==> src/rwlt_pkg.sv <==
// ----------------------------------------------------------------------------
// rwlt_pkg: shared types and constants for the reader-writer lock table
// Action and status codes, request/result payloads, queue sizing.
// ----------------------------------------------------------------------------
`timescale 1ns / 1ps
`default_nettype none

package rwlt_pkg;

  localparam int unsigned DEF_NUM_LOCKS   = 256;
  localparam int unsigned DEF_MAX_HOLDERS = 63;

  // Request queue between front and back; must be a power of two.
  localparam int unsigned QUEUE_DEPTH = 2;
  localparam int unsigned QPTR_W      = $clog2(QUEUE_DEPTH);

  typedef enum logic [2:0] {
    ACT_READ      = 3'd0,
    ACT_WRITE     = 3'd1,
    ACT_UPGRADE   = 3'd2,
    ACT_REL_READ  = 3'd3,
    ACT_REL_WRITE = 3'd4
  } act_t;

  typedef enum logic [1:0] {
    ST_GRANTED  = 2'd0,
    ST_QUEUED   = 2'd1,
    ST_RELEASED = 2'd2,
    ST_ERROR    = 2'd3
  } status_t;

  typedef enum logic {
    BK_IDLE = 1'b0,
    BK_LOOK = 1'b1
  } back_state_t;

  typedef struct packed {
    logic [2:0] action;
    logic [7:0] lock_index;
  } in_req_t;

  typedef struct packed {
    status_t    status;
    logic [7:0] entry_index;
    logic [5:0] readers_woken;
    logic       writer_woken;
  } out_rsp_t;

  // Classified request as it travels through the queue.
  typedef struct packed {
    logic       bad;
    act_t       act;
    logic [7:0] lock_index;
  } cls_req_t;

endpackage

`default_nettype wire

==> src/rwlt_queue.sv <==
// ----------------------------------------------------------------------------
// rwlt_queue: short request queue between front and back
// Small FIFO of classified requests so each side stalls on its own.
// ----------------------------------------------------------------------------
`timescale 1ns / 1ps
`default_nettype none

module rwlt_queue (
  input  wire logic               clk,
  input  wire logic               rst_n,
  input  wire logic               push,
  input  rwlt_pkg::cls_req_t      push_item,
  output logic                    full,
  input  wire logic               pop,
  output rwlt_pkg::cls_req_t      pop_item,
  output logic                    not_empty
);
  import rwlt_pkg::*;

  cls_req_t            slot_r [QUEUE_DEPTH];
  logic [QPTR_W-1:0]   wr_ptr_r, wr_ptr_nxt;
  logic [QPTR_W-1:0]   rd_ptr_r, rd_ptr_nxt;
  logic [QPTR_W:0]     count_r, count_nxt;

  assign full      = count_r == (QPTR_W+1)'(QUEUE_DEPTH);
  assign not_empty = count_r != '0;
  assign pop_item  = slot_r[rd_ptr_r];

  always_comb begin
    wr_ptr_nxt = push ? wr_ptr_r + 1'b1 : wr_ptr_r;
    rd_ptr_nxt = pop  ? rd_ptr_r + 1'b1 : rd_ptr_r;
    count_nxt  = count_r + (QPTR_W+1)'(push) - (QPTR_W+1)'(pop);
  end

  always_ff @(posedge clk) begin
    if (!rst_n) begin
      wr_ptr_r <= '0;
      rd_ptr_r <= '0;
      count_r  <= '0;
    end else begin
      wr_ptr_r <= wr_ptr_nxt;
      rd_ptr_r <= rd_ptr_nxt;
      count_r  <= count_nxt;
    end
  end

  always_ff @(posedge clk) begin
    if (push) begin
      slot_r[wr_ptr_r] <= push_item;
    end
  end

`ifndef SYNTHESIS
  a_no_push_full: assert property (@(posedge clk) disable iff (!rst_n)
    full |-> !push) else $error("queue push while full");
  a_no_pop_empty: assert property (@(posedge clk) disable iff (!rst_n)
    !not_empty |-> !pop) else $error("queue pop while empty");
  a_count_step: assert property (@(posedge clk) disable iff (!rst_n)
    (push && !pop) |=> count_r == $past(count_r) + 1'b1)
    else $error("queue count did not track push");
`endif

endmodule

`default_nettype wire

==> config.mk <==
export PLATFORM = sky130hd
export DESIGN_NAME = rwlt_queue
export DESIGN_NICKNAME = d
export VERILOG_FILES = /design/src/rwlt_pkg.sv /design/src/rwlt_queue.sv
export SDC_FILE = /design/constraint.sdc
export NUM_CORES = 1
export LEC_CHECK = 0
export BUFFER_PORTS_ARGS = -buffer_cell sky130_fd_sc_hd__clkbuf_2
export CORE_ASPECT_RATIO = 0.75
export CORE_UTILIZATION = 45
export DETAILED_ROUTE_END_ITERATION = 16
export PLACE_DENSITY = 0.79
export SLEW_MARGIN = 0
export SYNTH_ARGS = -nofsm -noshare
export SYNTH_HDL_FRONTEND = slang
export SYNTH_SLANG_ARGS = --single-unit
==> constraint.sdc <==
create_clock -name clk -period 4 [get_ports clk]
set_clock_uncertainty 0.2 [all_clocks]
set_input_delay 0.6 -clock clk [delete_from_list [all_inputs] [get_ports clk]]
set_output_delay 0.6 -clock clk [all_outputs]
set_load 0.005 [all_outputs]
### Word-level counts from Yosys, hierarchy flattened

Memory sizes are Yosys's and may differ from the RTL's. A register that Yosys moved wholly into a read port is not among the register bits.
Index checks and enable logic that the tools add are counted.

* add/subtract/negate cells: 4
* multipliers: 0
* div/mod/pow operators: 0
* magnitude comparators: 0
* eq/ne operators: 1
* shifts and indexed selects: 0
* mux-type cells: 4
* bitwise gates (word level): 0
* reduce and logical (&&, ||, !) cells: 1

Operator list (number)
* 1-bit two-way mux: 4
* 1-bit adder (second input constant): 2
* 2-bit by 1-bit adder with 2-bit output: 1
* 2-bit equality test (second input constant): 1
* 2-bit nonzero test: 1
* 2-bit by 1-bit subtractor with 2-bit output: 1

* register bits: 4
* bits in latches: 0
* RAM bits: 24
* bits in read-only memories: 0
* logic and storage cells: 14
* memories: 1

Memories
* slot_r: words 2, bits a word 12, read ports 1, clocked after Yosys merged registers in 1, wr ports 1, RTL line rwlt_queue.sv:20 `cls_req_t slot_r [QUEUE_DEPTH];`

### Logic depth before layout (Yosys ltp)

Gate-level depths: netlist of run 1.

* depth in word-level cells: 3
* gate-level depth with buffers: 6
* mapped depth without buffers: 6

### Worst setup path before layout of run 1

No wires, ideal clock.

* path type: input port to flip-flop
* start point: input port push
* end point: memory slot_r[0][0] (netlist bit) (enable)
* arrival: 1.224 ns
* required time: 3.417 ns
* slack: 2.193 ns
* cell stages on the path: 1
* path buffers: 0
* cells stage by stage: nor2b_1

* longest elaborated chain between the ends: 2

Ends and longest elaborated chain
* start, declared: RTL line rwlt_queue.sv:11 `input wire logic push,`
* 1-bit two-way mux: RTL line rwlt_queue.sv:48 `if (push) begin`
* 1-bit two-way mux (implied by the code): RTL line rwlt_queue.sv:49 `slot_r[wr_ptr_r] <= push_item;`
* end, declared: RTL line rwlt_queue.sv:20

Every way passes these cells.

==> results of run 1 <==
==> sequential cells by signal, indices dropped and copies added, names as in the netlist, named ones only <==
signal    flops
slot_r       24
rd_ptr_r      1
wr_ptr_r      1
count_r       2
==> cell families (layout without fill, tap and decap cells) <==
family          after synthesis  after routing
compound gates                1              1
xor+xnor                      2              2
fa+ha+maj                     2              2
buf+inv                       3             39
flops                        29             29
mux                          12             12
simple gates                  9              9
==> critical path: cells and delay by family (launching register included) <==
kind,cells,cell delay [ns]
muxes,1,0.40
DFF,1,0.77
buffers and inverters,1,0.12
==> worst min path at each step <==
stage	end	slack, ns	cells after the start
after floorplan	register	0.35	2
after global placement	rd_ptr_r$_SDFFE_PN0P_	0.37	2
after detailed placement	rd_ptr_r$_SDFFE_PN0P_	0.38	2
after CTS	slot_r[0][5]$_DFFE_PP_	0.25	1
after global routing	slot_r[0][8]$_DFFE_PP_	0.24	1
final	slot_r[1][7]$_DFFE_PP_	0.27	1
==> layout make-up <==
class	count	area, µm²	share of cell area, %
tap	34	42.5	3.07
multi-input combinational	26	293	21.2
inverter	2	7.51	0.542
sequential	29	821	59.3
clock buffer	6	41.3	2.98
timing repair buffer	29	145	10.5
clock inverter	2	33.8	2.44
==> metrics by stage <==
step | cell area, µm² | instances | hold WS, ns | total power, mW
5_1_grt | 1380 | 128 | 0.241 | 0.699
4_1_cts | 1380 | 128 | 0.252 | 0.676
2_1_floorplan | 1130 | 58 | 0.355 | 0.418
3_5_place_dp | 1310 | 120 | 0.381 | 0.452
3_3_place_gp | 1310 | 120 | 0.368 | 0.448
6_report | 1380 | 128 | 0.267 | 0.667
==> power by group through the flow <==
stage	sequential [mW]	combinational (mW)	clock, mW
after floorplan	0.361	0.0570	0
after global placement	0.368	0.0804	0
after detailed placement	0.369	0.0826	0
after CTS	0.363	0.0831	0.230
after global routing	0.365	0.0913	0.243
final	0.362	0.0815	0.224
==> cells in the final DEF, fill, tap and decap left out <==
cell,count
mux2_4,10
dfxtp_1,5
xor2_1,1
o21a_1,1
bufinv_16,1
clkbuf_1,1
clkbuf_4,5
clkinv_1,1
clkbuf_2,29
edfxtp_1,24
mux2_1,2
or2_1,1
and2_1,4
ha_1,2
inv_1,2
xnor3_1,1
nor2b_1,4
==> metal layers <==
| layer | vias up | track usage (%) |
|---|---|---|
| met5 | - | 0 |
| met4 | 0 | 11.2 |
| met3 | 5 | 6.82 |
| met2 | 24 | 21.6 |
| met1 | 278 | 15.8 |
| li1 | 285 | - |
==> reports/results.ini, run 1 <==
[status]
outcome = completed

[power]
combPwrFrac_pct = 12.2
p_sw_uw = 137
power_leakage_nw = 0.578
p_per_area_mw_per_mm2 = 482
switching_share_pct = 20.5
p_seq_share_pct = 54.2
p_int_uw = 531
peakVddDrop_v = 0.000391
pwr-share-clk_pct = 33.6

[grt]
grt_pass1_wl_mm = 2.54
grt_pass1_vias = 569
antenna_found_initial = 0
track_usage_pct = 14.3
grt_max_degree = 14
grt-ovfl-total = 0

[timing]
finalSetupViolCount = 0
rsz0062_at_grt = no
setup_tns_ns = 0
period_share_pct = 60.0
fmax_ghz = 0.417
hold_viol = 0
slew-limit-headroom_pct = 27.4
worst_slew_pin_slew_ns = 1.09
drv_slew = 0
setup_slack_ns = 1.60
finalCriticalPeriod_ns = 2.40

[detailed_routing]
dr.pass1.iters = 4
wl_met3_um = 138
dr_wl_met2_um = 796
routed_via_density = 4.63
drt-wirelength-per-cell_um = 13.0
wl_mm = 1.67
drc_errors = 0
ant_nets = 0
met1_length_um = 699
highest_layer = met4
vias = 592
first_iter_violations = 16

[yosys]
synth_top_area_cell = edfxtp_1
synth_xor_area_share_pct = 2.76
syn_avg_cell_area_um2 = 19.5
synth_ff_type = edfxtp_1
synth_top_cell_area_share_pct = 63.6
yosys.cell_count.top_type = edfxtp_1
async_reset_ff_share_pct = 0
synth.area.mux_share_pct = 15.2
ys_warn_count = 0
synthDistinctLibCells = 13
synth_compound_area_share_pct = 0.663
ys_top_cells_by_count = edfxtp_1 (24), mux2_4 (10), dfxtp_1 (5), and2_1 (4), nor2b_1 (4)
synthAdderAreaFrac_pct = 2.21
synthCells = 58
synth-simple-area-share_pct = 4.97
syn_nets = 76
ys_ff_latch = 29
synth_top_family_by_area = multiplexers
ys_seq_area_share_pct = 72.5
synth_edf_count = 24
syn_area_mm2 = 0.00113
synth.area.top_cells = edfxtp_1 (64%), mux2_4 (13%), dfxtp_1 (8.8%), and2_1 (2.2%), ha_1 (2.2%)

[floorplanning]
ios = 30
placementRows = 15
initial_core_util_pct = 48.3
core_mm2 = 0.00235
die_h_um = 45.4
dieArea_mm2 = 0.00272
die_w_um = 59.9

[cells_and_area]
syn2layout_area_growth_pct = 22.2
nets = 111
postLayoutCoreUtil_pct = 59.0
antenna_cells = 0
layout-drive-gt1-share_pct = 47.9
fill_cells = 199

[clock_tree]
cts_buffers = 5
ctsResizeCount = 0
clk_path_buf_depth = 2
clk_latency_ns = 0.32
cts-root-buf = clkbuf_4
clock-sinks = 29
cts_tree = yes
clkTransAtPathRegs_ns = 0.09
ctsHoldBuffers = 0
h-tree-depth = 2
post_cts_buffers = 0

[min_path]
worstHoldStart = push_item[7]
hp-class = in2reg

[critical_path]
cp_cell_sequence = mux2_1, clkbuf_2
crit_path_top_delay_cell = dfxtp_1
endpoint = pop_item[0]
start_kind = register
required_ns = 3.20
timing.rr.start = wr_ptr_r$_SDFFE_PN0P_
crit_type = reg2out
crit_path_end_kind = output port
reg2reg_depth = 1
max_stage_delay_ns = 0.77
cp_max_fo = 12
cp.arrival_ns = 1.60
r2r_end = slot_r[0][0]$_DFFE_PP_
rrSetupSlack_ns = 2.27

[place]
dp_slack_ns = 1.78
io_buffers = 29
gp_congestion = 0.604
hpwl_mm = 1.20

[flow_run]
maxCapViolCount = 0

Note: power is estimated with default switching activity, not from simulation.
==> inputs of run 2 (changes only) <==
- clock period: 4 -> 2.3 ns (I/O delays scaled with it)
==> run 2 against run 1 <==
First-iteration DRC count shrank 19%; combinational power grew 110%; count of clock-buffer cells in the layout shrank 1; final cell count grew 10%; worst hold slack lost 0.25 ns; critical path type unchanged; via count grew 7.3%; sequential share of layout area shrank 5.7 points; setup slack lost 1.1 ns; global-route usage grew 0.15 points.
==> reports/results.ini, run 2 (synthesis gave the netlist of run 1 again) <==
[status]
outcome = completed

[timing]
drv_slew = 0  ; unchanged
hold_viol = 0  ; unchanged
finalCriticalPeriod_ns = 1.83
finalSetupViolCount = 0  ; unchanged
period_share_pct = 79.5
slew-limit-headroom_pct = 65.2  ; +38 points
fmax_ghz = 0.547
setup_tns_ns = 0  ; unchanged
worst_slew_pin_slew_ns = 0.523  ; -0.564 ns
rsz0062_at_grt = no
fin_hold_ws_ns = 0.0195  ; -0.247 ns

[critical_path]
crit_path_top_delay_cell = mux2_1
cp.arrival_ns = 1.28  ; -0.32 ns
r2r_end = count_r[1]$_SDFF_PN0_
crit_path_end_kind = output port
required_ns = 1.75  ; -1.45 ns
max_stage_delay_ns = 0.35  ; -0.42 ns
start_kind = register
cp_cell_sequence = buf_4, mux2_1, clkbuf_2
timing.rr.start = count_r[0]$_SDFF_PN0_
rrSetupSlack_ns = 0.87  ; -1.40 ns
reg2reg_depth = 6  ; +5
cp_max_fo = 6  ; -6
crit_type = reg2out
endpoint = pop_item[0]

[floorplanning]
die_h_um = 45.4  ; unchanged
core_mm2 = 0.00235  ; unchanged
initial_core_util_pct = 48.3  ; unchanged
dieArea_mm2 = 0.00272  ; unchanged
ios = 30  ; unchanged
die_w_um = 59.9  ; unchanged
placementRows = 15  ; unchanged

[power]
p_seq_share_pct = 47.7  ; -6.5 points
p_sw_uw = 247  ; +81%
p_int_mw = 1.05  ; +98%
power_leakage_nw = 0.651  ; +13%
switching_share_pct = 19.1  ; -1.4 points
pwr-share-clk_pct = 38.8  ; +5.2 points
p_per_area_mw_per_mm2 = 847  ; +76%
peakVddDrop_v = 0.000582  ; +49%
combPwrFrac_pct = 13.5  ; +1.3 points
p_total_mw = 1.30  ; +94%

[cells_and_area]
postLayoutCoreUtil_pct = 65.3  ; +6.3 points
multi_input_area_um2 = 293  ; unchanged
antenna_cells = 0  ; unchanged
largest_reg_flops = 24  ; unchanged
mostFrequentLayoutCells = clkbuf_2 (29), edfxtp_1 (24), mux2_4 (10)
syn2layout_area_growth_pct = 35.2
seqCellArea_um2 = 821  ; unchanged
nets = 124  ; +12%
fill_cells = 174  ; -13%
reg.largest.list = slot_r x24, count_r x2
largest-register = slot_r
final_common_cell = clkbuf_2
layout-drive-gt1-share_pct = 47.7  ; -0.21 points

[place]
io_buffers = 29  ; unchanged
hpwl_mm = 1.26  ; +4.6%
gp_congestion = 0.620  ; +2.7%

[clock_tree]
clkTransAtPathRegs_ns = 0.09  ; about the same
clock-sinks = 29  ; unchanged
clk_latency_ns = 0.32  ; about the same
cts-root-buf = clkbuf_4
clk_path_buf_depth = 2  ; unchanged
h-tree-depth = 2  ; unchanged
cts_tree = yes
cts_buffers = 5  ; unchanged

[grt]
grt-ovfl-total = 0  ; unchanged
grt_pass1_wl_mm = 2.47  ; -2.7%
antenna_found_initial = 0  ; unchanged
track_usage_pct = 14.5  ; +0.15 points
grt_pass1_vias = 565  ; -0.70%
grt_max_degree = 13  ; -1

[min_path]
hp-class = in2reg
hold_depth = 1  ; unchanged

[detailed_routing]
drc_errors = 0  ; unchanged
drt-wirelength-per-cell_um = 12.7  ; -2.7%
wl_mm = 1.79  ; +7.2%
routed_via_density = 4.50  ; -2.6%
dr.pass1.iters = 4  ; unchanged
vias = 635  ; +7.3%
first_iter_violations = 13  ; -3
ant_nets = 0  ; unchanged

[flow_run]
maxCapViolCount = 0  ; unchanged

## run 2: changes by cell type in the layout (fill, tap and decap cells not counted), sizes merged
| cell | previous run | this run |
|---|---|---|
| buf | 0 | 4 |
| clkbuf | 35 | 34 |
| dlygate4sd3 | 0 | 9 |
| bufinv | 1 | 2 |
## run 2: what timing repair did
item	CTS	global route
endpoints found under the hold margin	6	11
hold buffers	3	6
gates resized for setup	0	0
buffers inserted	0	0
## run 2: stage by stage
stage	std cells	cell area, µm²	setup slack (ns)
2_1_floorplan	58	1130	0.748
3_3_place_gp	124	1340	0.802
3_5_place_dp	124	1340	0.782
4_1_cts	135	1470	0.448
5_1_grt	141	1530	0.388
6_report	141	1530	0.471
## run 2: cell type report
| cell class | count | share of cell area (%) |
|---|---|---|
| Inverter | 2 | 0.490 |
| Timing Repair Buffer | 42 | 17.3 |
| Clock inverter | 3 | 4.25 |
| Clock buffer | 5 | 2.45 |
| Tap cell | 34 | 2.78 |
| Multi-Input combinational cell | 26 | 19.1 |
| Sequential cell | 29 | 53.6 |
## run 2: worst max-delay path, delay by kind of cell, from the launching register on
kind	cells	cell delay, ns
muxes	1	0.35
DFF	1	0.33
buffers and inverters	2	0.29
## run 2: power by group through the flow
stage,Combinational (mW),Sequential [mW],Clock [mW]
after detailed placement,0.164,0.632,0
after CTS,0.169,0.620,0.518
after global routing,0.194,0.622,0.543
after global placement,0.158,0.629,0
final,0.175,0.619,0.504
after floorplan,0.0991,0.628,0
## run 2: how the worst min path moves through the flow
stage / start / end / slack, ns
2_1_floorplan: push_item[0] / slot_r[0][0]$_DFFE_PP_ / 0.24
3_3_place_gp: push_item[3] / slot_r[0][3]$_DFFE_PP_ / 0.34
3_5_place_dp: push_item[3] / slot_r[1][3]$_DFFE_PP_ / 0.34
4_1_cts: push_item[0] / slot_r[1][0]$_DFFE_PP_ / 0.0006
5_1_grt: push_item[10] / slot_r[0][10]$_DFFE_PP_ / 0.003
6_report: push_item[0] / slot_r[1][0]$_DFFE_PP_ / 0.02
## run 2: routing by layer
metal	vias to the layer above	GRT usage [%]	share of wire [%]
li1	313	-	-
met1	292	15.1	41
met2	26	24.0	51
met3	4	8.81	6.8
met4	0	5.58	0.95
met5	-	0	0
==> inputs of run 3 (changes only) <==
- clock period: 2.3 -> 1.79 ns (I/O delays scaled with it)
==> run 3 against run 2 <==
Via count rose by 1.4%; clock power grew 7.5%; sequential power up 29%; sequential share of layout area shrank 2.2 points; first-iteration DRC count up 130%; final cell count increased by 3.5%; highest routed layer unchanged; sequential cell count is the same.
==> reports/results.ini, run 3 (synthesis gave the netlist of run 1 again) <==
[cells_and_area]
reg.largest.list = slot_r x24, count_r x2
largest_reg_flops = 24  ; unchanged
nets = 129  ; +4.0%
final_common_cell = clkbuf_2
syn2layout_area_growth_pct = 41.5
antenna_cells = 0  ; unchanged
layout-drive-gt1-share_pct = 48.2  ; +0.55 points
largest-register = slot_r
mostFrequentLayoutCells = clkbuf_2 (29), edfxtp_1 (24), dlygate4sd3_1 (13)
postLayoutCoreUtil_pct = 68.3  ; +3.0 points

[power]
combPwrFrac_pct = 15.6  ; +2.1 points
peakVddDrop_v = 0.000658  ; +13%
power_leakage_nw = 0.681  ; +4.6%
switching_share_pct = 19.9  ; +0.85 points
p_per_area_mw_per_mm2 = 992  ; +17%
p_sw_uw = 317  ; +28%
pwr-share-clk_pct = 34.1  ; -4.7 points
p_seq_share_pct = 50.3  ; +2.6 points
p_int_mw = 1.27  ; +21%

[flow_run]
maxCapViolCount = 0  ; unchanged

[critical_path]
crit_path_end_kind = output port
critPathBufInv = 2  ; unchanged
required_ns = 1.32  ; -0.43 ns
timing.rr.start = count_r[0]$_SDFF_PN0_
crit_type = reg2out
max_stage_delay_ns = 0.39  ; +0.04 ns
cp_max_fo = 5  ; -1
crit_path_top_delay_cell = dfxtp_4
start_kind = register
cp.arrival_ns = 1.26  ; -0.02 ns
cp_cell_sequence = clkbuf_16, mux2_4, clkbuf_2
crit_family = flip-flops

[grt]
grt-ovfl-total = 0  ; unchanged
track_usage_pct = 14.8  ; +0.36 points
antenna_found_initial = 0  ; unchanged
grt_pass1_vias = 604  ; +6.9%
grt_pass1_wl_mm = 2.57  ; +4.2%
grt_max_degree = 12  ; -1

[floorplanning]
die_h_um = 45.4  ; unchanged
die_w_um = 59.9  ; unchanged
dieArea_mm2 = 0.00272  ; unchanged
initial_core_util_pct = 48.3  ; unchanged
ios = 30  ; unchanged
placementRows = 15  ; unchanged
core_mm2 = 0.00235  ; unchanged

[min_path]
hp-class = in2reg
worstHoldStart = pop

[clock_tree]
cts-root-buf = clkbuf_4
cts_buffers = 5  ; unchanged
clkTransAtPathRegs_ns = 0.08  ; about the same
cts_tree = yes
post_cts_buffers = 0  ; unchanged
clock-sinks = 29  ; unchanged
clk_latency_ns = 0.31  ; about the same
h-tree-depth = 2  ; unchanged
clk_path_buf_depth = 2  ; unchanged

[detailed_routing]
dr.pass1.iters = 4  ; unchanged
ant_nets = 0  ; unchanged
drt-wirelength-per-cell_um = 12.4  ; -2.6%
first_iter_violations = 30  ; +17
routed_via_density = 4.41  ; -2.1%
drc_errors = 0  ; unchanged
wl_mm = 1.80  ; +0.84%
vias = 644  ; +1.4%

[timing]
slew-limit-headroom_pct = 81.2  ; +16 points
finalCriticalPeriod_ns = 1.73
fmax_ghz = 0.580
period_share_pct = 96.4
hold_viol = 0  ; unchanged
worst_slew_pin_slew_ns = 0.282  ; -0.241 ns
setup_slack_ns = 0.0647  ; -0.406 ns
rsz0062_at_grt = no
setup_tns_ns = 0  ; unchanged
drv_slew = 0  ; unchanged
finalSetupViolCount = 0  ; unchanged

[status]
outcome = completed

[place]
dp_slack_ns = 0.331  ; -0.450 ns
io_buffers = 29  ; unchanged
gp_congestion = 0.611  ; -1.4%

==> run 3: final cells by class <==
type	instances	area [µm²]
inverter	2	7.51
sequential	29	825
timing repair buffer	47	343
tap	34	42.5
clock buffer	7	55.1
fill	156	743
multi-input combinational	26	300
clock inverter	1	30.0
==> run 3: per-stage QoR <==
step | instances | area, µm² | power, mW | hold slack (ns)
detailed placement | 124 | 1350 | 1.03 | 0.262
floorplan | 58 | 1130 | 0.935 | 0.167
CTS | 145 | 1570 | 1.59 | 0.0951
global route | 146 | 1600 | 1.66 | 0.0969
global placement | 124 | 1350 | 1.02 | 0.256
finish | 146 | 1600 | 1.59 | 0.102
==> run 3: worst paths after layout <==
check	cells past startpoint	endpoint	slack [ns]
worst max-delay path	3	pop_item[8]	0.06
worst min-delay path	3	rd_ptr_r$_SDFFE_PN0P_	0.10
worst max register to register	6	count_r[1]$_SDFF_PN0_	0.36
worst min register to register	2	rd_ptr_r$_SDFFE_PN0P_	0.39
==> run 3: tightest hold or removal path, stage by stage <==
cell and delay, ns:
clkbuf_2 0.10, xor2_1 0.06, and2_1 0.14
==> run 3: power groups by stage <==
stage	logic [mW]	registers, mW	clock network (mW)
final	0.248	0.800	0.542
after global routing	0.273	0.805	0.586
after CTS	0.236	0.799	0.559
after detailed placement	0.212	0.813	0
after global placement	0.206	0.809	0
after floorplan	0.127	0.807	0
==> run 3: routing by layer <==
| metal | global-route usage [%] | part of all wire [%] | up-vias |
|---|---|---|---|
| met5 | 0 | 0 | - |
| met4 | 9.30 | 1.2 | 0 |
| met3 | 8.81 | 7.1 | 2 |
| met2 | 22.4 | 48 | 29 |
| met1 | 16.0 | 44 | 295 |
| li1 | - | - | 318 |
==> run 3: timing repair <==
| action | 4_1_cts | 5_1_grt |
|---|---|---|
| hold buffers | 13 | 0 |
| resized for setup | 1 | 3 |
| hold endpoints to repair | 25 | 0 |
| gates cloned | 0 | 1 |
| endpoints found under the setup margin | 3 | 2 |
